[config.mk]
export PLATFORM = sky130hd
export DESIGN_NAME = bounded_deque_with_search_core
export DESIGN_NICKNAME = d
export VERILOG_FILES = /design/src/rtl/bdq_pkg.sv /design/src/rtl/bdq_cell.sv /design/src/rtl/bdq_chain.sv /design/src/rtl/bounded_deque_with_search_core.sv
export VERILOG_INCLUDE_DIRS = /design/src /design/src/rtl
export SDC_FILE = /design/constraint.sdc
export NUM_CORES = 2
export LEC_CHECK = 0
export BUFFER_PORTS_ARGS = -buffer_cell sky130_fd_sc_hd__buf_2
export CORE_ASPECT_RATIO = 0.5
export CORE_UTILIZATION = 45
export CTS_CLUSTER_DIAMETER = 150
export DETAILED_ROUTE_END_ITERATION = 8
export RECOVER_POWER = 50
export SKIP_LAST_GASP = 1
export SYNTH_ARGS = -nofsm -noshare
export SYNTH_HDL_FRONTEND = slang
export SYNTH_SLANG_ARGS = --single-unit
[constraint.sdc]
create_clock -name i_clk -period 3.65 [get_ports i_clk]
set_clock_uncertainty 0.2 [all_clocks]
set_input_delay 0.1825 -clock i_clk [delete_from_list [all_inputs] [get_ports i_clk]]
set_output_delay 0.1825 -clock i_clk [all_outputs]
set_load 0.01 [all_outputs]
[src/rtl/bounded_deque_with_search_core_assert.svh]
// Assertion macros shared by the deque core.
`ifndef BOUNDED_DEQUE_WITH_SEARCH_CORE_ASSERT_SVH
`define BOUNDED_DEQUE_WITH_SEARCH_CORE_ASSERT_SVH

// Same-cycle implication, checked on the rising clock edge outside reset.
`define BDQ_ASSERT_SAME(label, clk, rst_n, ante, cons) \
    label: assert property (@(posedge clk) disable iff (!rst_n) (ante) |-> (cons)) \
        else $error("deque core: same-cycle check failed");

// Next-cycle implication, checked on the rising clock edge outside reset.
`define BDQ_ASSERT_NEXT(label, clk, rst_n, ante, cons) \
    label: assert property (@(posedge clk) disable iff (!rst_n) (ante) |=> (cons)) \
        else $error("deque core: next-cycle check failed");

`endif

[src/rtl/bdq_pkg.sv]
package bdq_pkg;

    localparam int WORD_W = 32;

    // Transaction action codes
    typedef enum logic [2:0] {
        ACT_PUSH_FRONT = 3'd0,
        ACT_PUSH_BACK  = 3'd1,
        ACT_POP_FRONT  = 3'd2,
        ACT_POP_BACK   = 3'd3,
        ACT_SEARCH     = 3'd4
    } t_action;

    // Result status codes
    typedef enum logic [1:0] {
        STS_DONE      = 2'd0,
        STS_OVERFLOW  = 2'd1,
        STS_UNDERFLOW = 2'd2,
        STS_NOTFOUND  = 2'd3
    } t_status;

    typedef enum logic {
        ST_IDLE,
        ST_SEARCH
    } t_state;

    // Command broadcast to the cell row
    typedef enum logic [1:0] {
        OP_HOLD,
        OP_LOAD_AT,
        OP_PUSH_FRONT,
        OP_ROTATE
    } t_chain_op;

    // Per-cell control
    typedef struct packed {
        logic load;
        logic from_prev;
        logic from_next;
    } t_cell_ctl;

endpackage

[src/rtl/bdq_cell.sv]
module bdq_cell
    import bdq_pkg::*;
(
    input  logic              i_clk,
    input  t_cell_ctl         i_ctl,
    input  logic [WORD_W-1:0] i_load_value,
    input  logic [WORD_W-1:0] i_prev,
    input  logic [WORD_W-1:0] i_next,
    output logic [WORD_W-1:0] o_word
);

    logic [WORD_W-1:0] r_word;
    logic [WORD_W-1:0] n_word;

    // Load wins over a shift; otherwise hold
    always_comb begin
        n_word = r_word;
        if (i_ctl.load) begin
            n_word = i_load_value;
        end else if (i_ctl.from_prev) begin
            n_word = i_prev;
        end else if (i_ctl.from_next) begin
            n_word = i_next;
        end
    end

    always_ff @(posedge i_clk) begin
        r_word <= n_word;
    end

    assign o_word = r_word;

endmodule

[src/rtl/bdq_chain.sv]
module bdq_chain
    import bdq_pkg::*;
#(
    parameter int DEPTH = 64
) (
    input  logic                     i_clk,
    input  t_chain_op                i_op,
    input  logic [$clog2(DEPTH)-1:0] i_idx,
    input  logic [WORD_W-1:0]        i_value,
    output logic [WORD_W-1:0]        o_head
);

    localparam int IDX_W = $clog2(DEPTH);

    logic [WORD_W-1:0] word [DEPTH];

    // Build the ring: cell 0 is the front, the last cell wraps to cell 0
    for (genvar k = 0; k < DEPTH; k++) begin : g_cell
        t_cell_ctl ctl;

        always_comb begin
            ctl.load      = ((i_op == OP_LOAD_AT) && (i_idx == IDX_W'(k))) ||
                            ((i_op == OP_PUSH_FRONT) && (k == 0));
            ctl.from_prev = (i_op == OP_PUSH_FRONT);
            ctl.from_next = (i_op == OP_ROTATE);
        end

        bdq_cell u_cell (
            .i_clk        (i_clk),
            .i_ctl        (ctl),
            .i_load_value (i_value),
            .i_prev       (word[(k + DEPTH - 1) % DEPTH]),
            .i_next       (word[(k + 1) % DEPTH]),
            .o_word       (word[k])
        );
    end

    assign o_head = word[0];

endmodule

[src/rtl/bounded_deque_with_search_core.sv]
// Bounded double-ended queue of 32-bit words with search by value. The words
// sit in a ring of DEPTH cells, front in cell 0. A transaction is taken when
// start is high and busy is low; every transaction gives exactly one result,
// shown for one cycle with o_valid, in the cycle after the work ends, and the
// receiver cannot stall it. Pushes, pops and ignored action codes finish in
// the accept cycle, so a new transaction may follow in the very next cycle.
// A search on a non-empty queue rotates the ring by one cell per cycle while
// comparing the front cell, one full turn in all, which restores the order;
// busy is high for the whole scan and the result appears right after.
`include "bounded_deque_with_search_core_assert.svh"

module bounded_deque_with_search_core
    import bdq_pkg::*;
#(
    parameter int DEPTH = 64
) (
    input  logic                       i_clk,
    input  logic                       i_rst_n,
    input  logic                       start,
    output logic                       busy,
    input  logic [2:0]                 i_action,
    input  logic signed [WORD_W-1:0]   i_value,
    output logic                       o_valid,
    output logic [1:0]                 o_status,
    output logic [$clog2(DEPTH+1)-1:0] o_position,
    output logic [$clog2(DEPTH+1)-1:0] o_occupancy
);

    localparam int IDX_W = $clog2(DEPTH);
    localparam int CNT_W = $clog2(DEPTH + 1);

    t_state            r_state, n_state;
    logic [CNT_W-1:0]  r_count, n_count;
    logic [IDX_W-1:0]  r_step, n_step;
    logic              r_found, n_found;
    logic [CNT_W-1:0]  r_hit_pos, n_hit_pos;
    logic [WORD_W-1:0] r_key, n_key;
    logic              r_valid, n_valid;
    t_status           r_status, n_status;
    logic [CNT_W-1:0]  r_position, n_position;
    logic [CNT_W-1:0]  r_occupancy, n_occupancy;

    t_chain_op         chain_op;
    logic [IDX_W-1:0]  chain_idx;
    logic [WORD_W-1:0] head;
    logic              match;
    logic [CNT_W-1:0]  step_pos;

    bdq_chain #(
        .DEPTH (DEPTH)
    ) u_chain (
        .i_clk   (i_clk),
        .i_op    (chain_op),
        .i_idx   (chain_idx),
        .i_value (i_value),
        .o_head  (head)
    );

    // Compare the front cell during the scan
    assign step_pos = CNT_W'(r_step) + CNT_W'(1);
    assign match    = (head == r_key) && (CNT_W'(r_step) < r_count) && !r_found;

    // Next state, chain command and result
    always_comb begin
        n_state     = r_state;
        n_count     = r_count;
        n_step      = r_step;
        n_found     = r_found;
        n_hit_pos   = r_hit_pos;
        n_key       = r_key;
        n_valid     = 1'b0;
        n_status    = r_status;
        n_position  = r_position;
        n_occupancy = r_occupancy;
        chain_op    = OP_HOLD;
        chain_idx   = r_count[IDX_W-1:0];

        case (r_state)
            ST_IDLE: begin
                if (start) begin
                    n_valid    = 1'b1;
                    n_status   = STS_DONE;
                    n_position = '0;
                    case (i_action)
                        ACT_PUSH_FRONT: begin
                            if (r_count == CNT_W'(DEPTH)) begin
                                n_status = STS_OVERFLOW;
                            end else begin
                                chain_op = OP_PUSH_FRONT;
                                n_count  = r_count + CNT_W'(1);
                            end
                        end
                        ACT_PUSH_BACK: begin
                            if (r_count == CNT_W'(DEPTH)) begin
                                n_status = STS_OVERFLOW;
                            end else begin
                                chain_op = OP_LOAD_AT;
                                n_count  = r_count + CNT_W'(1);
                            end
                        end
                        ACT_POP_FRONT: begin
                            if (r_count == '0) begin
                                n_status = STS_UNDERFLOW;
                            end else begin
                                chain_op = OP_ROTATE;
                                n_count  = r_count - CNT_W'(1);
                            end
                        end
                        ACT_POP_BACK: begin
                            if (r_count == '0) begin
                                n_status = STS_UNDERFLOW;
                            end else begin
                                n_count = r_count - CNT_W'(1);
                            end
                        end
                        ACT_SEARCH: begin
                            if (r_count == '0) begin
                                n_status = STS_UNDERFLOW;
                            end else begin
                                n_valid   = 1'b0;
                                n_state   = ST_SEARCH;
                                n_key     = i_value;
                                n_step    = '0;
                                n_found   = 1'b0;
                                n_hit_pos = '0;
                            end
                        end
                        default: begin
                        end
                    endcase
                    n_occupancy = n_count;
                end
            end
            ST_SEARCH: begin
                // Advance the ring one cell per cycle, one full turn
                chain_op = OP_ROTATE;
                if (match) begin
                    n_found   = 1'b1;
                    n_hit_pos = step_pos;
                end
                if (r_step == IDX_W'(DEPTH - 1)) begin
                    n_state     = ST_IDLE;
                    n_valid     = 1'b1;
                    n_occupancy = r_count;
                    if (r_found) begin
                        n_status   = STS_DONE;
                        n_position = r_hit_pos;
                    end else if (match) begin
                        n_status   = STS_DONE;
                        n_position = step_pos;
                    end else begin
                        n_status   = STS_NOTFOUND;
                        n_position = '0;
                    end
                end else begin
                    n_step = r_step + IDX_W'(1);
                end
            end
            default: begin
                n_state = ST_IDLE;
            end
        endcase
    end

    // Control registers
    always_ff @(posedge i_clk) begin
        if (!i_rst_n) begin
            r_state <= ST_IDLE;
            r_count <= '0;
            r_step  <= '0;
            r_found <= 1'b0;
            r_valid <= 1'b0;
        end else begin
            r_state <= n_state;
            r_count <= n_count;
            r_step  <= n_step;
            r_found <= n_found;
            r_valid <= n_valid;
        end
    end

    // Payload registers
    always_ff @(posedge i_clk) begin
        r_hit_pos   <= n_hit_pos;
        r_key       <= n_key;
        r_status    <= n_status;
        r_position  <= n_position;
        r_occupancy <= n_occupancy;
    end

    assign busy        = (r_state == ST_SEARCH);
    assign o_valid     = r_valid;
    assign o_status    = r_status;
    assign o_position  = r_position;
    assign o_occupancy = r_occupancy;

    // Checks
    `BDQ_ASSERT_SAME(a_count_bound, i_clk, i_rst_n, 1'b1, r_count <= CNT_W'(DEPTH))
    `BDQ_ASSERT_NEXT(a_quick_result, i_clk, i_rst_n,
        start && !busy && (i_action != ACT_SEARCH), o_valid && !busy)
    `BDQ_ASSERT_NEXT(a_scan_holds, i_clk, i_rst_n,
        busy && (r_step != IDX_W'(DEPTH - 1)), busy && !o_valid)
    `BDQ_ASSERT_SAME(a_occupancy_match, i_clk, i_rst_n, o_valid, o_occupancy == r_count)

endmodule
# [Yosys cells after proc, flatten, opt, wreduce, memory -nomap -nowiden]
# Cells that the tools add are included.
[op_classes] eq_ne=79 order_cmp=1 n_bitwise=2 n_reduce_logical=143 addsub=4 muxes=242
[op_table] op="32-bit two-way mux" count=192
[op_table] op="6-bit equality test, second input constant" count=33
[op_table] op="3-bit nonzero test" count=64
[op_table] op="6-bit by 5-bit equality test with 1-bit output, second input constant" count=16
[op_table] op="7-bit two-way mux" count=12
[op_table] op="1-bit logical AND" count=66
[op_table] op="7-bit case mux with 2 select lines" count=4
[op_table] op="6-bit by 4-bit equality test with 1-bit output, second input constant" count=8
[op_table] op="32-bit equality test" count=1
[op_table] op="6-bit by 3-bit equality test with 1-bit output, second input constant" count=4
[op_table] op="6-bit two-way mux" count=4
[op_table] op="2-bit two-way mux" count=8
[op_table] op="1-bit two-way mux" count=14
[op_table] op="6-bit by 2-bit equality test with 1-bit output, second input constant" count=2
[op_table] op="2-bit case mux with 2 select lines" count=3
[op_table] op="6-bit case mux with 2 select lines" count=1
[op_table] op="4-bit AND reduction" count=3
[op_table] op="6-bit by 1-bit adder with 7-bit output, second input constant" count=1
[op_table] op="7-bit by 1-bit adder with 7-bit output, second input constant" count=1
[op_table] op="7-bit equality test, second input constant" count=1
[op_table] op="7-bit logical NOT" count=1
[op_table] op="6-bit by 7-bit < comparator with 1-bit output" count=1
[op_table] op="7-bit by 1-bit subtractor with 7-bit output, second input constant" count=1
[op_table] op="6-bit by 1-bit adder with 6-bit output, second input constant" count=1
[op_table] op="other kinds (18)" count=29
[totals] word_cells=545 inputBits=38 output_inout_bits=18 regBits=2119

# [Longest topological paths before layout]
[depth] depth_word=9 ltp_mapped=11 mapped_depth_nobuf=9

# [Hierarchy]
# From an unflattened synthesis, not the netlist that was laid out.
[unflattened] hier_cells=9378 hier_area_um2=111122.8
[by_module_without_submodules] mod="bdq_cell" cells_each=140 area_per_inst_um2=1672.9 seq_area_each_um2=960.9 instances=64
[by_module_without_submodules] mod="bounded_deque_with_search_core" cells_each=321 area_per_inst_um2=3552.2 seq_area_each_um2=1971.9 instances=1
[by_module_without_submodules] mod="bdq_chain" cells_each=97 area_per_inst_um2=508.0 seq_area_each_um2=0.0 instances=1

# [Least setup slack after synthesis]
# OpenSTA, ideal clock, no wires.
[synth_timing] path_type="flip-flop to flip-flop" startpoint="register r_count[1]" endpoint="register u_chain.g_cell[0].u_cell.r_word[0], enable pin" synth_period_minus_slack_ns=3.794 arrival_ns=3.166 n_path_buf=0 required_ns=3.022 stages_incl_launch_ff=8 setup_time_ns=0.428 setup_slack_ns=-0.144 path_cell_list="dfxtp_1 inv_1 ha_1 nor3b_1 and2_1 nor3b_1 nor2_1 o21bai_1"
[synth_via] elab_chain_len=9 elab_cells_between_ends=15 classes_between="eq/ne (4); mux (6); reduce/logical (5)"
[synth_lines] item="start, declared" line="bounded_deque_with_search_core.sv:33" rtl="logic [CNT_W-1:0] r_count, n_count;"
[synth_lines] item="start signal, assigned" line="bounded_deque_with_search_core.sv:175" rtl="r_count <= n_count;"
[synth_lines] item="7-bit equality test or 7-bit logical NOT (tied branches)" line="bounded_deque_with_search_core.sv:86, bounded_deque_with_search_core.sv:94, bounded_deque_with_search_core.sv:102"
[synth_lines] item="1-bit two-way mux (tied with other cells)" line="bounded_deque_with_search_core.sv:94" rtl="if (r_count == CNT_W'(DEPTH)) begin"
[synth_lines] item="2-bit case mux with 3 select lines" line="bounded_deque_with_search_core.sv:84" rtl="case (i_action)"
[synth_lines] item="2-bit two-way mux" line="bounded_deque_with_search_core.sv:80" rtl="if (start) begin"
[synth_lines] item="2-bit case mux with 2 select lines" line="bounded_deque_with_search_core.sv:78" rtl="case (r_state)"
[synth_lines] item="2-bit by 1-bit equality test with 1-bit output" line="bdq_chain.sv:22" rtl="ctl.load = ((i_op == OP_LOAD_AT) && (i_idx == IDX_W'(k))) ||"
[synth_lines] item="1-bit logical AND" line="bdq_chain.sv:22"
[synth_lines] item="1-bit logical OR" line="bdq_chain.sv:22"
[synth_lines] item="3-bit nonzero test (no line) *"
[synth_lines] item="end signal, assigned" line="bdq_cell.sv:28" rtl="r_word <= n_word;"
[synth_lines] item="end, declared" line="bdq_cell.sv:12" rtl="logic [WORD_W-1:0] r_word;"
# Every way passes the cells marked *; elsewhere a longest branch is shown, timed or not.
# A chain may end at the register's enable or synchronous reset.

# [Worst setup path in the final report]
[layout_timing] startpoint="input i_value[27]" endpoint="register u_chain.g_cell[23].u_cell.r_word[27], data pin"
[layout_via] elab_chain_len=1
[layout_lines] item="start, declared" line="bounded_deque_with_search_core.sv:22" rtl="input logic signed [WORD_W-1:0] i_value,"
[layout_lines] item="32-bit two-way mux" line="bdq_cell.sv:18" rtl="if (i_ctl.load) begin"
[layout_lines] item="via u_chain.g_cell[23].u_cell.n_word[27]" line="bdq_cell.sv:13" rtl="logic [WORD_W-1:0] n_word;"
[layout_lines] item="end signal, assigned" line="bdq_cell.sv:28"
[layout_lines] item="end, declared" line="bdq_cell.sv:12"
# The timed path passes the listed nets, and every way through them passes these cells.

==> impl_metrics.env <==
export IMPL_status="finished, violations left"
export IMPL_violations="capacitance limit, slew limit, setup timing"
export IMPL_fp_dieH_um=345.2
export IMPL_root_buffer="clkbuf_16"
export IMPL_grt_pass1_vias=73550
export IMPL_worst_slack_ns=-0.01874
export IMPL_synthArstFlopShare_pct=0
export IMPL_ys_ff_latch=2119
export IMPL_dr_total_vias=83400
export IMPL_ant_nets=0
export IMPL_timing_rr_start="r_count[1]$_SDFFE_PN0P_"
export IMPL_min_path_cells=3
export IMPL_yosysSeqAreaShare_pct=59.86
export IMPL_setup_viol=1
export IMPL_postCtsSetupBuffers=0
export IMPL_clkSinkCount=2119
export IMPL_synth_fp_nets=10320
export IMPL_fin_cells=13050
export IMPL_synth_edf_count=2103
export IMPL_row_count=125
export IMPL_worst_endpoint_arrival_ns=4.14
export IMPL_timing_fmax_mhz=272.6
export IMPL_netlist_area_um2=106000
export IMPL_netlist_instances=10270
export IMPL_finish_net_count=9826
export IMPL_antenna_found_initial=13
export IMPL_routed_wl_um=355800
export IMPL_critPathRequiredTime_ns=4.13
export IMPL_grt_max_degree=188
export IMPL_hp_class="in -> reg"
export IMPL_drive_gt1_share_pct=6.898
export IMPL_placedCellCount=12640
export IMPL_synth_avg_cell_area_um2=10.33
export IMPL_finish_utilization_pct=49.13
export IMPL_die_area_um2=237700
export IMPL_netlist_top_cells_area="edfxtp_1, nand2_1, a31oi_1, a221o_1, and3_1"
export IMPL_grt_overflow_total=0
export IMPL_ios=56
export IMPL_maxSlewHeadroom_pct=-121.1
export IMPL_layout_commonest_cell="nand2_1"
export IMPL_ys_flop_type="edfxtp_1"
export IMPL_holdWs_ns=0.1442
export IMPL_max_cap_viol_count=31
export IMPL_vias_per_cell=6.390
export IMPL_area_growth_pct=8.050
export IMPL_grt_pass1_wl_um=517200
export IMPL_finalCritPeriodShare_pct=100.5
export IMPL_worstSetupPathType="in -> reg"
export IMPL_yosysWarningCount=0
export IMPL_min_period_ns=3.669
export IMPL_timing_rr_end="u_chain.g_cell[10].u_cell.o_word[23]$_DFFE_PP_"
export IMPL_rsz0062_at_grt="no"
export IMPL_track_usage_pct=28.78
export IMPL_setup_tns_ns=-0.01874
export IMPL_reg2reg_slack_ns=0.10
export IMPL_cts_resized=0
export IMPL_synth_area_leader_cell="edfxtp_1"
export IMPL_drv_slew=1452
export IMPL_hold_viol=0
export IMPL_min_to="r_step[4]$_SDFFE_PN0P_"
export IMPL_gp_congestion=1.145
export IMPL_cts_made_buffers=205
export IMPL_core_area_um2=233200
export IMPL_cts_buffer_depth=4
export IMPL_die_w_um=688.5
export IMPL_dp_hpwl_um=231500
export IMPL_worst_pin_slew_ns=3.317
export IMPL_htreeDepth=4
export IMPL_wl_per_cell_um=27.26
export IMPL_drc_errors=0
export IMPL_start_util_pct=45.47
export IMPL_final_cell_mix="nand2_1, edfxtp_1, nor2_1"
export IMPL_synth_top_area_share_pct=59.56
export IMPL_io_buffer_count=55
export IMPL_leakagePower_nw=41.99
export IMPL_firstDrtPassIters=7
export IMPL_irDropWorstVdd_mv=0.3596
export IMPL_p_per_area_nw_per_um2=467.9
export IMPL_start_kind="primary input"
export IMPL_clk_latency_ns=0.87
export IMPL_drt_initial_drc_count=13300
export IMPL_clk_pin_slew_ns=0.07
export IMPL_endpoint_kind="register"
export IMPL_cp_max_fo=39
export IMPL_cts_tree="done"
export IMPL_ys_types=58
export IMPL_hp_start="i_rst_n"
export IMPL_r2r_cells=9
-- sequential cells by signal, indices dropped and copies added, names as in the netlist --
name	cells
o_status	2
u_chain.g_cell.u_cell.o_word	2048
o_valid	1
o_position	7
o_occupancy	7
busy	1
r_count	7
r_hit_pos	7
r_key	32
r_step	6
r_found	1
-- power by group --
| group | internal (mW) | switching (mW) |
|---|---|---|
| registers | 28.0 | 0.726 |
| logic | 1.42 | 2.90 |
| clock network | 10.9 | 9.56 |
-- Yosys cell counts, types with 21 or more instances --
cell type / instances
buf_2: 171
nand3_1: 21
and3_1: 772
buf_4: 37
nand2_1: 2646
xnor2_1: 32
clkbuf_1: 792
and2_1: 25
mux2_2: 33
a221o_1: 759
a31oi_1: 1261
edfxtp_1: 2103
buf_6: 88
nor2_1: 1272
buf_1: 63
-- critical path, cell delays in order --
cell	delay (ns)
dlygate4sd3_1	0.55
clkbuf_1	2.29
buf_4	0.72
nor2_1	0.09
a31oi_1	0.20
-- final cells by class --
cell class / instances / area, µm²
Multi-Input combinational cell: 6988 / 37280
Clock buffer: 259 / 5428
Sequential cell: 2119 / 63470
Tap cell: 3111 / 3892
Antenna cell: 10 / 25.02
Inverter: 11 / 41.29
Timing Repair Buffer: 452 / 3796
Fill cell: 21040 / 118600
Clock inverter: 101 / 631.9
-- worst max-delay path by stage --
stage	startpoint	end	slack, ns	cells after the start
2_1_floorplan	r_count[1]$_SDFFE_PN0P_	u_chain.g_cell[4].u_cell.o_word[0]$_DFFE_PP_	0.18	9
3_3_place_gp	r_count[1]$_SDFFE_PN0P_	u_chain.g_cell[26].u_cell.o_word[26]$_DFFE_PP_	0.38	9
3_5_place_dp	r_count[1]$_SDFFE_PN0P_	u_chain.g_cell[26].u_cell.o_word[3]$_DFFE_PP_	0.33	9
4_1_cts	r_count[1]$_SDFFE_PN0P_	u_chain.g_cell[25].u_cell.o_word[5]$_DFFE_PP_	0.32	9
5_1_grt	busy$_SDFF_PN0_	u_chain.g_cell[21].u_cell.o_word[13]$_DFFE_PP_	0.05	7
6_report	i_value[27]	u_chain.g_cell[23].u_cell.o_word[27]$_DFFE_PP_	-0.02	5
-- metal layers --
metal  wire length, µm  up-vias  track usage (%)
met5                 7        -                0
met3             40320      579            5.723
li1                  -    36970                -
met2            145200     5150            39.52
met4             16050        2            11.10
met1            154200    40710            44.35
-- logic make-up after synthesis --
group	share of synthesized area, %
XOR/XNOR	0.2974
AO/OA/AOI/OAI	14.97
flip-flops	59.86
adder cells (fa/ha/maj)	0.1298
AND/OR/NAND/NOR	19.31
multiplexers	0.3693
buffers and inverters	5.069
-- what timing repair did --
item | in CTS | in global routing
setup endpoints to repair | 0 | 0
hold endpoints to repair | 902 | 0
hold buffers | 42 | 0
-- metrics by stage --
| stage | area (µm²) | total power, mW | setup WS [ns] |
|---|---|---|---|
| after floorplan | 106000 | 31.74 | 0.1823 |
| after global placement | 108800 | 33.41 | 0.3831 |
| after detailed placement | 108800 | 33.51 | 0.3315 |
| after CTS | 115200 | 53.68 | 0.3215 |
| after global routing | 114500 | 54.98 | 0.05002 |
| final | 114600 | 53.60 | -0.01874 |
Note: power is estimated with default switching activity, not from simulation.
